### config.mk
export PLATFORM = sky130hd
export DESIGN_NAME = der_certificate_subject_locator_flat
export DESIGN_NICKNAME = d
export VERILOG_FILES = /design/src/dcsl_pkg.sv /design/src/dcsl_in_if.sv /design/src/dcsl_out_if.sv /design/src/dcsl_walk.sv /design/src/der_certificate_subject_locator.sv /design/src/flat_wrapper.sv
export SDC_FILE = /design/constraint.sdc
export NUM_CORES = 1
export LEC_CHECK = 0
export BUFFER_PORTS_ARGS = -buffer_cell sky130_fd_sc_hd__buf_2
export CAP_MARGIN = 10
export CORE_MARGIN = 4
export CORE_UTILIZATION = 65
export CTS_CLUSTER_DIAMETER = 200
export DETAILED_ROUTE_END_ITERATION = 6
export GPL_ROUTABILITY_DRIVEN = 0
export PLACE_DENSITY = 0.84
export SETUP_SLACK_MARGIN = 0.4
export SYNTH_ARGS = -nofsm -noshare
export SYNTH_HDL_FRONTEND = slang
export SYNTH_SLANG_ARGS = --single-unit
### constraint.sdc
create_clock -name clk -period 10.35 [get_ports clk]
set_input_delay 0.5175 -clock clk [delete_from_list [all_inputs] [get_ports clk]]
set_output_delay 0.5175 -clock clk [all_outputs]
set_load 0.005 [all_outputs]
### src/dcsl_pkg.sv
// Package for the DER certificate subject locator.
// Holds the status, header phase and walk step codes, the tag constants
// and the result type. No dependencies.
package dcsl_pkg;

	localparam int MAX_CERT_BYTES_DEF    = 65536;
	localparam int MAX_LENGTH_OCTETS_DEF = 8;

	// Tag numbers are compared on the low five bits of the tag byte.
	localparam logic [4:0] TAG_LONG     = 5'd31;
	localparam logic [4:0] TAG_INTEGER  = 5'd2;
	localparam logic [4:0] TAG_SEQUENCE = 5'd16;

	localparam logic [7:0] SHORT_MAX      = 8'd127;
	localparam logic [7:0] LEN_INDEFINITE = 8'h80;

	typedef enum logic [2:0] {
		ST_OK         = 3'd0,
		ST_LONG_TAG   = 3'd1,
		ST_BAD_TYPE   = 3'd2,
		ST_BAD_LENGTH = 3'd3,
		ST_TRUNCATED  = 3'd4,
		ST_TOO_LONG   = 3'd5
	} status_t;

	typedef enum logic [1:0] {
		PH_TAG  = 2'd0,
		PH_LEN  = 2'd1,
		PH_LONG = 2'd2,
		PH_SKIP = 2'd3
	} phase_t;

	typedef enum logic [2:0] {
		STEP_OUTER     = 3'd0,
		STEP_TBS       = 3'd1,
		STEP_INTEGER   = 3'd2,
		STEP_SIGNATURE = 3'd3,
		STEP_ISSUER    = 3'd4,
		STEP_VALIDITY  = 3'd5,
		STEP_SUBJECT   = 3'd6,
		STEP_DONE      = 3'd7
	} step_t;

	typedef struct packed {
		status_t      status;
		logic [15:0]  subject_offset;
		logic [16:0]  subject_length;
	} dcsl_result_t;

endpackage

### src/dcsl_in_if.sv
// Input channel of the subject locator: one certificate byte per item.
// Valid/ready handshake; no dependencies.
interface dcsl_in_if;
	logic       valid;
	logic       ready;
	logic [7:0] data_byte;
	logic       last;

	modport source (output valid, output data_byte, output last, input ready);
	modport sink (input valid, input data_byte, input last, output ready);
endinterface

### src/dcsl_out_if.sv
// Result channel of the subject locator: one item per certificate.
// Valid/ready handshake; no dependencies.
interface dcsl_out_if;
	logic        valid;
	logic        ready;
	logic [2:0]  status;
	logic [15:0] subject_offset;
	logic [16:0] subject_length;

	modport source (output valid, output status, output subject_offset,
		output subject_length, input ready);
	modport sink (input valid, input status, input subject_offset,
		input subject_length, output ready);
endinterface

### src/dcsl_walk.sv
// Header walker of the subject locator: keeps the TLV walk state and
// updates it for one byte per enabled cycle. Depends on dcsl_pkg.
module dcsl_walk
	import dcsl_pkg::*;
#(
	parameter int MAX_CERT_BYTES    = MAX_CERT_BYTES_DEF,
	parameter int MAX_LENGTH_OCTETS = MAX_LENGTH_OCTETS_DEF
) (
	input  logic         clk,
	input  logic         arst_n,
	input  logic         en,
	input  logic [7:0]   data_byte,
	input  logic         last,
	output dcsl_result_t res
);

	localparam int PW = $clog2(MAX_CERT_BYTES + 2);
	localparam int EW = PW + 1;
	localparam int AW = PW + 8;
	localparam int OW = $clog2(MAX_LENGTH_OCTETS + 1);

	logic [PW-1:0] pos_q, pos_n;
	step_t         step_q, step_n;
	phase_t        phase_q, phase_n;
	logic [OW-1:0] left_q, left_n, left_dec;
	logic [PW-1:0] acc_q, acc_n;
	logic [PW-1:0] skip_q, skip_n, skip_dec;
	logic [PW-1:0] req_q, req_n;
	logic [PW-1:0] hs_q, hs_n;
	logic [15:0]   foff_q, foff_n;
	logic [16:0]   flen_q, flen_n;
	status_t       status_q, status_n;
	logic          done_q, done_n;

	logic [AW-1:0] acc_shift;
	logic [PW-1:0] acc_sat;
	logic [PW-1:0] len_c;
	logic [EW-1:0] end_c;
	logic          end_ok;
	logic [4:0]    tag_code;
	logic [4:0]    tag_want;
	logic          complete;
	status_t       status_fin;

	assign acc_shift = {acc_q, data_byte};
	assign acc_sat   = (acc_shift > AW'(MAX_CERT_BYTES)) ? PW'(MAX_CERT_BYTES + 1)
		: acc_shift[PW-1:0];
	assign len_c     = (phase_q == PH_LEN) ? PW'(data_byte) : acc_sat;
	assign end_c     = EW'(pos_q) + EW'(len_c) + EW'(1);
	assign end_ok    = end_c <= EW'(MAX_CERT_BYTES);
	assign left_dec  = (left_q != '0) ? left_q - OW'(1) : '0;
	assign skip_dec  = (skip_q != '0) ? skip_q - PW'(1) : '0;
	assign tag_code  = data_byte[4:0];
	assign tag_want  = (step_q == STEP_INTEGER) ? TAG_INTEGER : TAG_SEQUENCE;

	always_comb begin
		pos_n    = pos_q;
		step_n   = step_q;
		phase_n  = phase_q;
		left_n   = left_q;
		acc_n    = acc_q;
		skip_n   = skip_q;
		req_n    = req_q;
		hs_n     = hs_q;
		foff_n   = foff_q;
		flen_n   = flen_q;
		status_n = status_q;
		done_n   = done_q;
		complete = 1'b0;
		if (en && status_q == ST_OK) begin
			if (pos_q >= PW'(MAX_CERT_BYTES)) begin
				status_n = ST_TOO_LONG;
			end else begin
				pos_n = pos_q + PW'(1);
				if (!done_q) begin
					unique case (phase_q)
						PH_TAG: begin
							hs_n = pos_q;
							if (tag_code == TAG_LONG) begin
								status_n = ST_LONG_TAG;
							end else if (tag_code != tag_want) begin
								status_n = ST_BAD_TYPE;
							end else begin
								phase_n = PH_LEN;
							end
						end
						PH_LEN: begin
							if (data_byte <= SHORT_MAX) begin
								acc_n    = PW'(data_byte);
								complete = 1'b1;
							end else if (data_byte == LEN_INDEFINITE) begin
								status_n = ST_BAD_LENGTH;
							end else if (data_byte[6:0] > 7'(MAX_LENGTH_OCTETS)) begin
								status_n = ST_BAD_LENGTH;
							end else begin
								left_n  = OW'(data_byte[6:0]);
								acc_n   = '0;
								phase_n = PH_LONG;
							end
						end
						PH_LONG: begin
							acc_n  = acc_sat;
							left_n = left_dec;
							if (left_dec == '0) begin
								complete = 1'b1;
							end
						end
						PH_SKIP: begin
							skip_n = skip_dec;
							if (skip_dec == '0) begin
								phase_n = PH_TAG;
							end
						end
						default: begin
							phase_n = PH_TAG;
						end
					endcase
					if (complete) begin
						if (!end_ok) begin
							status_n = ST_TOO_LONG;
						end else begin
							if (end_c[PW-1:0] > req_q) begin
								req_n = end_c[PW-1:0];
							end
							if (step_q == STEP_OUTER || step_q == STEP_TBS) begin
								step_n  = step_t'(step_q + 3'd1);
								phase_n = PH_TAG;
							end else if (step_q != STEP_SUBJECT && step_q != STEP_DONE) begin
								// Skipped elements: step over their contents.
								step_n = step_t'(step_q + 3'd1);
								if (len_c == '0) begin
									phase_n = PH_TAG;
								end else begin
									skip_n  = len_c;
									phase_n = PH_SKIP;
								end
							end else begin
								foff_n = 16'(hs_q);
								flen_n = 17'(end_c - EW'(hs_q));
								done_n = 1'b1;
								step_n = STEP_DONE;
							end
						end
					end
				end
			end
		end
	end

	// The stream is short if the subject header never completed or an
	// element seen so far ends beyond the last byte.
	always_comb begin
		status_fin = status_n;
		if (status_n == ST_OK && (!done_n || req_n > pos_n)) begin
			status_fin = ST_TRUNCATED;
		end
		res.status         = status_fin;
		res.subject_offset = (status_fin == ST_OK) ? foff_n : '0;
		res.subject_length = (status_fin == ST_OK) ? flen_n : '0;
	end

	always_ff @(posedge clk or negedge arst_n) begin
		if (!arst_n) begin
			pos_q    <= '0;
			step_q   <= STEP_OUTER;
			phase_q  <= PH_TAG;
			left_q   <= '0;
			acc_q    <= '0;
			skip_q   <= '0;
			req_q    <= '0;
			hs_q     <= '0;
			foff_q   <= '0;
			flen_q   <= '0;
			status_q <= ST_OK;
			done_q   <= 1'b0;
		end else if (en && last) begin
			// The final byte closes the certificate; start over for the next one.
			pos_q    <= '0;
			step_q   <= STEP_OUTER;
			phase_q  <= PH_TAG;
			left_q   <= '0;
			acc_q    <= '0;
			skip_q   <= '0;
			req_q    <= '0;
			hs_q     <= '0;
			foff_q   <= '0;
			flen_q   <= '0;
			status_q <= ST_OK;
			done_q   <= 1'b0;
		end else begin
			pos_q    <= pos_n;
			step_q   <= step_n;
			phase_q  <= phase_n;
			left_q   <= left_n;
			acc_q    <= acc_n;
			skip_q   <= skip_n;
			req_q    <= req_n;
			hs_q     <= hs_n;
			foff_q   <= foff_n;
			flen_q   <= flen_n;
			status_q <= status_n;
			done_q   <= done_n;
		end
	end

	a_pos_in_range: assert property (@(posedge clk) disable iff (!arst_n)
		pos_q <= PW'(MAX_CERT_BYTES))
		else $error("byte position beyond capacity");

	a_done_step: assert property (@(posedge clk) disable iff (!arst_n)
		done_q |-> step_q == STEP_DONE)
		else $error("walk done without final step");

	a_fault_sticky: assert property (@(posedge clk) disable iff (!arst_n)
		status_q != ST_OK && !(en && last) |=> status_q == $past(status_q))
		else $error("latched fault changed before end of certificate");

endmodule

### src/der_certificate_subject_locator.sv
// Top level of the DER certificate subject locator: input register, header
// walker and result register. Depends on dcsl_pkg, dcsl_in_if, dcsl_out_if, dcsl_walk.
//
// The block takes one certificate byte per clock, back to back while its input does
// not stall, and returns one result item for each byte marked last: the status and,
// when the status is ok, the offset and total length of the subject element. A byte
// passes through the input register and the header walker's state update, which is
// the whole work for a byte; the result of a last byte is then held in the result
// register. The input side stalls only while a finished result waits to be taken
// and a further last byte sits in the input register.
module der_certificate_subject_locator
	import dcsl_pkg::*;
#(
	parameter int MAX_CERT_BYTES    = MAX_CERT_BYTES_DEF,
	parameter int MAX_LENGTH_OCTETS = MAX_LENGTH_OCTETS_DEF
) (
	input  logic        clk,
	input  logic        arst_n,
	dcsl_in_if.sink     cert,
	dcsl_out_if.source  result
);

	logic         valid_s1;
	logic [7:0]   byte_s1;
	logic         last_s1;
	logic         advance;
	logic         res_valid_q;
	dcsl_result_t res_q;
	dcsl_result_t walk_res;

	// A byte leaves the input register unless it would produce a result while
	// the previous result is still waiting.
	assign advance    = valid_s1 && (!last_s1 || !res_valid_q || result.ready);
	assign cert.ready = !valid_s1 || advance;

	always_ff @(posedge clk or negedge arst_n) begin
		if (!arst_n) begin
			valid_s1 <= 1'b0;
		end else if (cert.valid && cert.ready) begin
			valid_s1 <= 1'b1;
		end else if (advance) begin
			valid_s1 <= 1'b0;
		end
	end

	always_ff @(posedge clk) begin
		if (cert.valid && cert.ready) begin
			byte_s1 <= cert.data_byte;
			last_s1 <= cert.last;
		end
	end

	dcsl_walk #(
		.MAX_CERT_BYTES    (MAX_CERT_BYTES),
		.MAX_LENGTH_OCTETS (MAX_LENGTH_OCTETS)
	) u_walk (
		.clk       (clk),
		.arst_n    (arst_n),
		.en        (advance),
		.data_byte (byte_s1),
		.last      (last_s1),
		.res       (walk_res)
	);

	always_ff @(posedge clk or negedge arst_n) begin
		if (!arst_n) begin
			res_valid_q <= 1'b0;
		end else if (advance && last_s1) begin
			res_valid_q <= 1'b1;
		end else if (result.ready) begin
			res_valid_q <= 1'b0;
		end
	end

	always_ff @(posedge clk) begin
		if (advance && last_s1) begin
			res_q <= walk_res;
		end
	end

	assign result.valid          = res_valid_q;
	assign result.status         = res_q.status;
	assign result.subject_offset = res_q.subject_offset;
	assign result.subject_length = res_q.subject_length;

	a_stall_cause: assert property (@(posedge clk) disable iff (!arst_n)
		!cert.ready |-> valid_s1 && last_s1 && res_valid_q)
		else $error("input stalled without a pending result");

	a_fault_no_location: assert property (@(posedge clk) disable iff (!arst_n)
		result.valid && result.status != ST_OK
		|-> result.subject_offset == 16'd0 && result.subject_length == 17'd0)
		else $error("location reported with a fault status");

	a_result_from_last: assert property (@(posedge clk) disable iff (!arst_n)
		$rose(result.valid) |-> $past(valid_s1 && last_s1))
		else $error("result without a last byte");

endmodule

### src/flat_wrapper.sv
// flat-port wrapper written by rule: the top's interface ports become plain ports
module der_certificate_subject_locator_flat import dcsl_pkg::*;
#(
	parameter int MAX_CERT_BYTES    = MAX_CERT_BYTES_DEF,
	parameter int MAX_LENGTH_OCTETS = MAX_LENGTH_OCTETS_DEF
)
  (clk, arst_n, cert_valid, cert_data_byte, cert_last, cert_ready, result_valid, result_status, result_subject_offset, result_subject_length, result_ready);
  dcsl_in_if cert_i ();
  dcsl_out_if result_i ();
  input  logic clk;
  input  logic arst_n;
  input wire logic [$bits(cert_i.valid)-1:0] cert_valid;
  input wire logic [$bits(cert_i.data_byte)-1:0] cert_data_byte;
  input wire logic [$bits(cert_i.last)-1:0] cert_last;
  output wire logic [$bits(cert_i.ready)-1:0] cert_ready;
  output wire logic [$bits(result_i.valid)-1:0] result_valid;
  output wire logic [$bits(result_i.status)-1:0] result_status;
  output wire logic [$bits(result_i.subject_offset)-1:0] result_subject_offset;
  output wire logic [$bits(result_i.subject_length)-1:0] result_subject_length;
  input wire logic [$bits(result_i.ready)-1:0] result_ready;
  assign cert_i.valid = cert_valid;
  assign cert_i.data_byte = cert_data_byte;
  assign cert_i.last = cert_last;
  assign cert_ready = cert_i.ready;
  assign result_valid = result_i.valid;
  assign result_status = result_i.status;
  assign result_subject_offset = result_i.subject_offset;
  assign result_subject_length = result_i.subject_length;
  assign result_i.ready = result_ready;
  der_certificate_subject_locator #(.MAX_CERT_BYTES(MAX_CERT_BYTES), .MAX_LENGTH_OCTETS(MAX_LENGTH_OCTETS)) u_core (.clk(clk), .arst_n(arst_n), .cert(cert_i), .result(result_i));
endmodule
* After elaboration in Yosys (flattened, before gate mapping)
Index checks and enable logic that the tools add are counted.
Storage, ports and cells: flip-flop bits (word level) 178, latch bits 0, bits in writable memories 0, ROM bits 0, output and inout bits 38, word-level logic and storage cells 204, memories 0
Operators by class: add/subtract/negate cells 7, multiply operators 0, divide/modulo/power cells 0, magnitude comparators 7, equal/unequal tests 17, shift-type cells 0, muxes and demuxes 117, bitwise logic cells 0, reduce and logical (&&, ||, !) cells 37
Operators by type and width (count):
- 17-bit two-way mux | 43
- 16-bit two-way mux | 8
- 3-bit two-way mux | 20
- 17-bit greater-than comparator | 2
- 17-bit logical NOT | 2
- 17-bit one-hot mux with 2 select lines | 1
- 4-bit two-way mux | 8
- 2-bit two-way mux | 15
- 25-bit by 17-bit greater-than comparator with 1-bit output (second input constant) | 1
- 17-bit by 17-bit adder with 18-bit output | 1
- 18-bit by 1-bit adder with 18-bit output (second input constant) | 1
- 18-bit by 17-bit <= comparator with 1-bit output (second input constant) | 1
- 17-bit by 1-bit adder with 17-bit output (second input constant) | 1
- 17-bit >= comparator (second input constant) | 1
- 1-bit two-way mux | 17
- 17-bit nonzero test | 1
- 17-bit by 1-bit subtractor with 17-bit output (second input constant) | 1
- 17-bit subtractor | 1
- 3-bit logical NOT | 4
- 2-bit nonzero test | 6
- 3-bit by 2-bit != test with 1-bit output (second input constant) | 3
- 8-bit equality test (second input constant) | 1
- 8-bit by 7-bit <= comparator with 1-bit output (second input constant) | 1
- 4-bit by 3-bit != test with 1-bit output (second input constant) | 2
- 28 further kinds | 43

* Longest topological paths before layout
word-level depth 17, depth in mapped cells 33, depth with buffers taken out 30

* Modules after synthesis
Synthesis repeated with hierarchy kept, for this count alone.
Unflattened totals: cell total of the unflattened synthesis 1221, area, all modules 11578.6 µm²
By module, submodules not included:
- dcsl_walk | times used 1, cells each 1166, area an instance 10119.7 µm², seq. area each 3278.1 µm²
- der_certificate_subject_locator | times used 1, cells each 55, area an instance 1458.9 µm², seq. area each 1401.3 µm²

* Worst setup path before layout
Ideal clock, no wire load.
path kind reg2reg, start register u_core.u_walk.phase_q[1], end register u_core.res_q (netlist bit u_core.result.subject_length[0]), data pin, arrival 6.342 ns, setup slack 3.859 ns, stages on the path, launching flop included 32, path buffers 3, path through dfrtp_1 > inv_1 > ha_1 > clkbuf_1 > a31oi_1 > nor2_1 > ha_1 > fa_1 > nor2b_1 > o2111ai_1 > nand3_1 > o21ai_0 > a221oi_1 > ha_1 > a21o_1 > a21o_1 > a21oi_1 > o21ai_0 > o21ai_1 > clkbuf_1 > o21ai_0 > nand2_1 > ha_1 > a21o_1 > a21o_1 > a21oi_1 > o21ai_0 > a21oi_1 > a31o_2 > o221ai_1 > buf_6 > nor3_2
Between the ends: cells in the longest elaborated chain, start to end 16, elaborated cells between the ends (all ways) 44
RTL lines:
- start, declared | RTL line dcsl_walk.sv:24 | phase_t phase_q, phase_n;
- start signal, assigned | RTL line dcsl_walk.sv:193 | phase_q <= phase_n;
- 2-bit by 1-bit equality test with 1-bit output | RTL line dcsl_walk.sv:48, dcsl_walk.sv:76
- 17-bit two-way mux | RTL line dcsl_walk.sv:48 | assign len_c = (phase_q == PH_LEN) ? PW'(data_byte) : acc_sat;
- 17-bit by 17-bit adder with 18-bit output | RTL line dcsl_walk.sv:49 | assign end_c = EW'(pos_q) + EW'(len_c) + EW'(1);
- 18-bit by 1-bit adder with 18-bit output | RTL line dcsl_walk.sv:49
- 17-bit greater-than comparator | RTL line dcsl_walk.sv:122 | if (end_c[PW-1:0] > req_q) begin
- 17-bit two-way mux | RTL line dcsl_walk.sv:122
- 17-bit two-way mux | RTL line dcsl_walk.sv:119 | if (!end_ok) begin
- 17-bit two-way mux | RTL line dcsl_walk.sv:118 | if (complete) begin
- 17-bit two-way mux | RTL line dcsl_walk.sv:75 | if (!done_q) begin
- 17-bit two-way mux | RTL line dcsl_walk.sv:71 | if (pos_q >= PW'(MAX_CERT_BYTES)) begin
- 17-bit two-way mux | RTL line dcsl_walk.sv:70 | if (en && status_q == ST_OK) begin
- 17-bit greater-than comparator | RTL line dcsl_walk.sv:154 | if (status_n == ST_OK && (!done_n || req_n > pos_n)) begin
- 1-bit logical OR | RTL line dcsl_walk.sv:154
- 1-bit logical AND | RTL line dcsl_walk.sv:154
- 3-bit two-way mux | RTL line dcsl_walk.sv:154
- 3-bit logical NOT | RTL line dcsl_walk.sv:159 | res.subject_length = (status_fin == ST_OK) ? flen_n : '0;
- end signal, assigned | RTL line der_certificate_subject_locator.sv:77 | res_q <= walk_res;
- end, declared | RTL line der_certificate_subject_locator.sv:28 | dcsl_result_t res_q;
Several ways; a longest one is shown, not always the timed one. The select of a mux whose other input is x is not followed. A chain may end at the register's enable or synchronous reset.

* Final worst setup path
start register u_core.byte_s1[2], end register u_core.res_q (netlist bit u_core.result.subject_length[16]), data pin
Between the ends: cells in the longest elaborated chain, start to end 17, elaborated cells between the ends (all ways) 54
RTL lines:
- start, declared | RTL line der_certificate_subject_locator.sv:24 | logic [7:0] byte_s1;
- start signal, assigned | RTL line der_certificate_subject_locator.sv:48 | byte_s1 <= cert.data_byte;
- 25-bit by 17-bit greater-than comparator with 1-bit output | RTL line dcsl_walk.sv:46 | assign acc_sat = (acc_shift > AW'(MAX_CERT_BYTES)) ? PW'(MAX_CERT_BYTES + 1)
- 17-bit two-way mux | RTL line dcsl_walk.sv:46
- 17-bit two-way mux | RTL line dcsl_walk.sv:48
- 17-bit by 17-bit adder with 18-bit output | RTL line dcsl_walk.sv:49
- 18-bit by 1-bit adder with 18-bit output | RTL line dcsl_walk.sv:49
- 17-bit greater-than comparator | RTL line dcsl_walk.sv:122
- 17-bit two-way mux | RTL line dcsl_walk.sv:122
- 17-bit two-way mux | RTL line dcsl_walk.sv:119
- 17-bit two-way mux | RTL line dcsl_walk.sv:118
- 17-bit two-way mux | RTL line dcsl_walk.sv:75
- 17-bit two-way mux | RTL line dcsl_walk.sv:71
- 17-bit two-way mux | RTL line dcsl_walk.sv:70
- 17-bit greater-than comparator | RTL line dcsl_walk.sv:154
- 1-bit logical OR | RTL line dcsl_walk.sv:154
- 1-bit logical AND | RTL line dcsl_walk.sv:154
- 3-bit two-way mux | RTL line dcsl_walk.sv:154
- 3-bit logical NOT | RTL line dcsl_walk.sv:159
Several ways; a longest one is shown, not always the timed one. The select of a mux whose other input is x is not followed.

==> flow_results.org <==
** Status
- Run status :: finished, final reports clean

** Die
- In this run the standard cell core region covers roughly 17000 um2.
- Die Span X :: 140 um
- Die H :: 140 um
- 51 I/O pins were placed.
- The die covers 19600 um2.
- Once the floorplan was initialized, standard cells occupied 67.3% of the core.
- Std cell rows :: 47

** STA
- Final hold violation count :: 0
- In this run the tightest slew margin relative to its limit is 24.6%.
- Count of pins over their slew limit :: 0
- Slew at the pin closest to its max-slew limit :: about 1.1 ns
- For the final database, setup skew stands at between 0.01 and 0.015 ns.
- Period Utilization, post-route :: roughly 80%
- Setup violations remaining at the end of the flow were counted as 0.
- Minimum clock period :: roughly 8.3 ns
- Setup repair after global routing missed its margin :: false
- For the final routed database, the setup TNS stands at 0 ns.
- Hold is met by 0.0294 ns.
- Max Fclk :: ~0.12 GHz

** Route
- In this run the remaining antenna-violating nets after routing total 0.
- The first routing iteration left 1211 violations.
- In the routed layout, each cell is associated on average with a via count of 6.48.
- Routed WL per cell :: 19.8 um
- For this block, the routed nets add up to 29100 um of wire.
- DR vias :: 9520
- First-pass DRT Iterations :: 7
- Drt drc :: 0

** Setup path
- Kind of end point of the critical path :: register
- Cell with the largest stage delay on the worst path :: o21ai_1
- Data on the critical path is required at its endpoint by 10.50 ns.
- Crit path largest cell delay :: 0.89 ns
- STA classifies the critical path startpoint as a register.
- Worst Path Class, Setup :: reg -> reg
- Maximum net fanout on the critical path :: 33
- STA puts the critical path data arrival time at 8.47 ns.
- Crit-path most repeated cell :: o21ai_0

** Synth
- After synthesis, the netlist uses 80 different library cells.
- Synth Register Bits :: 178
- Synth warn :: 0
- A synthesized cell averages 9.39 um2.
- Synthesized Nets :: 1300
- Cell count after synthesis :: 1205
- Most used flip-flop cell after synthesis :: dfrtp_1
- Count of flip-flops with a built-in enable after synthesis :: between 40 and 50
- Total standard cell area after synthesis :: 11300 um2
- Of all flip-flops after synthesis, the portion carrying an async set or reset was 74.7%.
- Sequential element share of the synthesized area :: 41.3%

** Layout
- The multi-input combinational cells in the finished layout cover a total of about 6100 um2.
- Fill cell count :: 1245
- Compared with the post-synthesis result, the final layout area differs by 8.39%.
- # diodes :: 0
- In the final layout, flip-flops and latches occupy 4680 um2.
- Total Nets Final :: 1331
- Fraction of layout cells with a size suffix above 1 :: 11.8%

** Clock network
- Insertion delay to the later sink of the worst-skew pair :: 0.44 ns
- Post-CTS clock slew at the launch and capture registers of the worst setup and hold paths :: 0.07 ns
- Number of levels in the clock H-tree :: 4
- The clock passes through at most 2 buffers.
- Counting every sink on the clock net gives 178.
- The number of setup buffers added after CTS is 0.
- Post-CTS Resized :: 0
- After clock tree synthesis, the flow added hold-fix buffers numbering 0.
- Clock tree synthesis selected as its root buffer the cell clkbuf_16.
- Total CTS buffers :: 17
- CTS tree :: done

** Place
- Half-perimeter wire length of the detailed placement result :: 20800 um
- Input and output buffers added on the ports amount to 50.

** Run
- Max-capacitance violation count :: 0

** Worst hold path
- Hold/Removal Path Class :: in -> async

** Global routing
- Overall Global Routing Usage :: about 30%
- The first global-routing pass estimated 47400 um of wire.
- Entering global routing, the biggest net connects between 70 and 80 pins.
- Vias in the first global route :: between 8000 and 9000
- GRT Residual Overflow :: 0
- Antenna violations before repair :: 0

** Power and ir drop
- Ratio of total power to cell area :: 165 nW/um2
- VDD sags by at most 0.144 mV.
- The analysis attributes to cell leakage a power of 5.47 nW.
[cell usage after synthesis, types with 3 or more instances]
library cell / instances / area [um2]
nor4_1: 9 / 56.3
o21a_1: 13 / 97.6
buf_12: 3 / 60.1
a21boi_0: 3 / 22.5
a211o_1: 3 / 26.3
a31oi_1: 9 / 56.3
and3_1: 7 / 43.8
ha_1: 80 / 1000
buf_1: 4 / 15.0
nor2_1: 120 / 450
o41ai_1: 3 / 26.3
nand2_1: 109 / 409
dfrtp_1: 133 / 3330
edfxtp_1: 45 / 1350
and2_1: 19 / 119
nand3b_1: 4 / 30.0
buf_6: 7 / 78.8
o21ai_0: 54 / 270
mux2i_1: 36 / 360
a211oi_1: 12 / 90.1
or2_2: 3 / 18.8
nor4b_1: 3 / 26.3
nor3_2: 30 / 300
xnor2_1: 26 / 228
a21oi_1: 77 / 385
a21o_1: 21 / 158
o31ai_1: 6 / 45.0
xor2_1: 14 / 123
clkbuf_1: 34 / 128
o211ai_1: 9 / 67.6
inv_1: 59 / 221
nor3_1: 47 / 235
a22o_1: 17 / 149
nand3_1: 69 / 345
o21ai_1: 3 / 15.0
or3_1: 12 / 75.1
nand4_1: 20 / 125
nor2b_1: 15 / 93.8
a221oi_1: 4 / 35.0
nand2b_1: 10 / 62.6
[critical path, delay by kind of cell, from the launching register on]
kind	cells	cell delay (ns)
DFF	1	0.52
and+or+nand+nor	7	1.53
adders and majority gates	3	1.02
buffers and inverters	2	0.60
AOI/OAI and AO/OA	18	4.32
[path summary, 6_finish.rpt]
path,slack (ns),to,depth (start not counted),from
setup reg to reg,2.03,u_core.result.subject_length[16]$_SDFFCE_PP0P_,30,u_core.byte_s1[2]$_DFFE_PP_
max in group asynchronous,8.93,u_core.u_walk.hs_q[7]$_DFFE_PN0P_,2,arst_n
min in group clk,0.25,u_core.byte_s1[6]$_DFFE_PP_,1,cert_data_byte[6]
setup / recovery,2.03,u_core.result.subject_length[16]$_SDFFCE_PP0P_,30,u_core.byte_s1[2]$_DFFE_PP_
hold / removal,0.03,u_core.u_walk.skip_q[8]$_DFFE_PN0P_,1,arst_n
hold reg to reg,0.51,u_core.u_walk.acc_q[13]$_DFFE_PN0P_,1,u_core.u_walk.acc_q[13]$_DFFE_PN0P_
[final cells by class]
class / count / area share [%]
multi-input cells: 917 / 50.0
flip-flops and latches: 178 / 38.1
clock buffers: 18 / 3.50
repair buffers: 62 / 2.83
well taps: 220 / 2.24
inverters: 60 / 1.86
clock inverters: 14 / 1.45
[routing by layer]
layer,GRT usage (%),vias to the layer above,part of all wire (%)
li1,-,4413,-
met1,43.1,4510,43
met2,44.7,517,44
met3,7.63,80,10
met4,10.9,0,3.3
met5,0,-,0
[placed cells by master, fill, tap and decap left out, drive strengths merged, types with 15 or more instances in the layout]
cell type  count
dfrtp        133
nor2         120
nand2        109
ha            80
a21oi         79
nor3          77
nand3         69
inv           65
buf           62
o21ai         57
edfxtp        45
mux2i         36
xnor2         27
a21o          22
and2          21
nand4         20
clkbuf        18
a22o          17
nor2b         15
[power breakdown]
| part | internal, mW | leakage [nW] | switching (mW) |
|---|---|---|---|
| Sequential | 0.751 | 2.26 | 0.0340 |
| Combinational | 0.184 | 2.91 | 0.377 |
| Clock | 0.384 | 0.291 | 0.297 |
| Total | 1.32 | 5.47 | 0.709 |
[flip-flops by register name, indices dropped and copies added (netlist names), 16 cells and up]
signal,count
u_core.u_walk.skip_q,17
u_core.result.subject_offset,16
u_core.result.subject_length,17
u_core.u_walk.req_q,17
u_core.u_walk.hs_q,17
u_core.u_walk.acc_q,17
u_core.u_walk.foff_q,16
u_core.u_walk.pos_q,17
u_core.u_walk.flen_q,17
[through the flow]
stage                     power [mW]  area (um2)  worst slack (ns)  std cells  util, %
after detailed placement        1.34       11700              2.35       1437     69.3
after CTS                       2.02       12300              2.26       1469     72.9
after floorplan                 1.20       11300              3.86       1205        -
after global routing            2.11       12300              1.34       1469     72.9
final                           2.03       12300              2.03       1469     72.9
after global placement          1.32       11700              2.55       1437     69.3
[kinds of logic after synthesis]
| logic type | count (synthesis) | share of synthesized area [%] |
|---|---|---|
| adders and majority gates | 82 | 9.20 |
| AOI/OAI and AO/OA | 265 | 15.8 |
| xor gates and xnor gates | 42 | 3.44 |
| muxes | 38 | 3.38 |
| DFF | 178 | 41.3 |
| and+or+nand+nor | 490 | 22.2 |
| buffers and inverters | 110 | 4.64 |
Power figures use the tool's default switching activity.
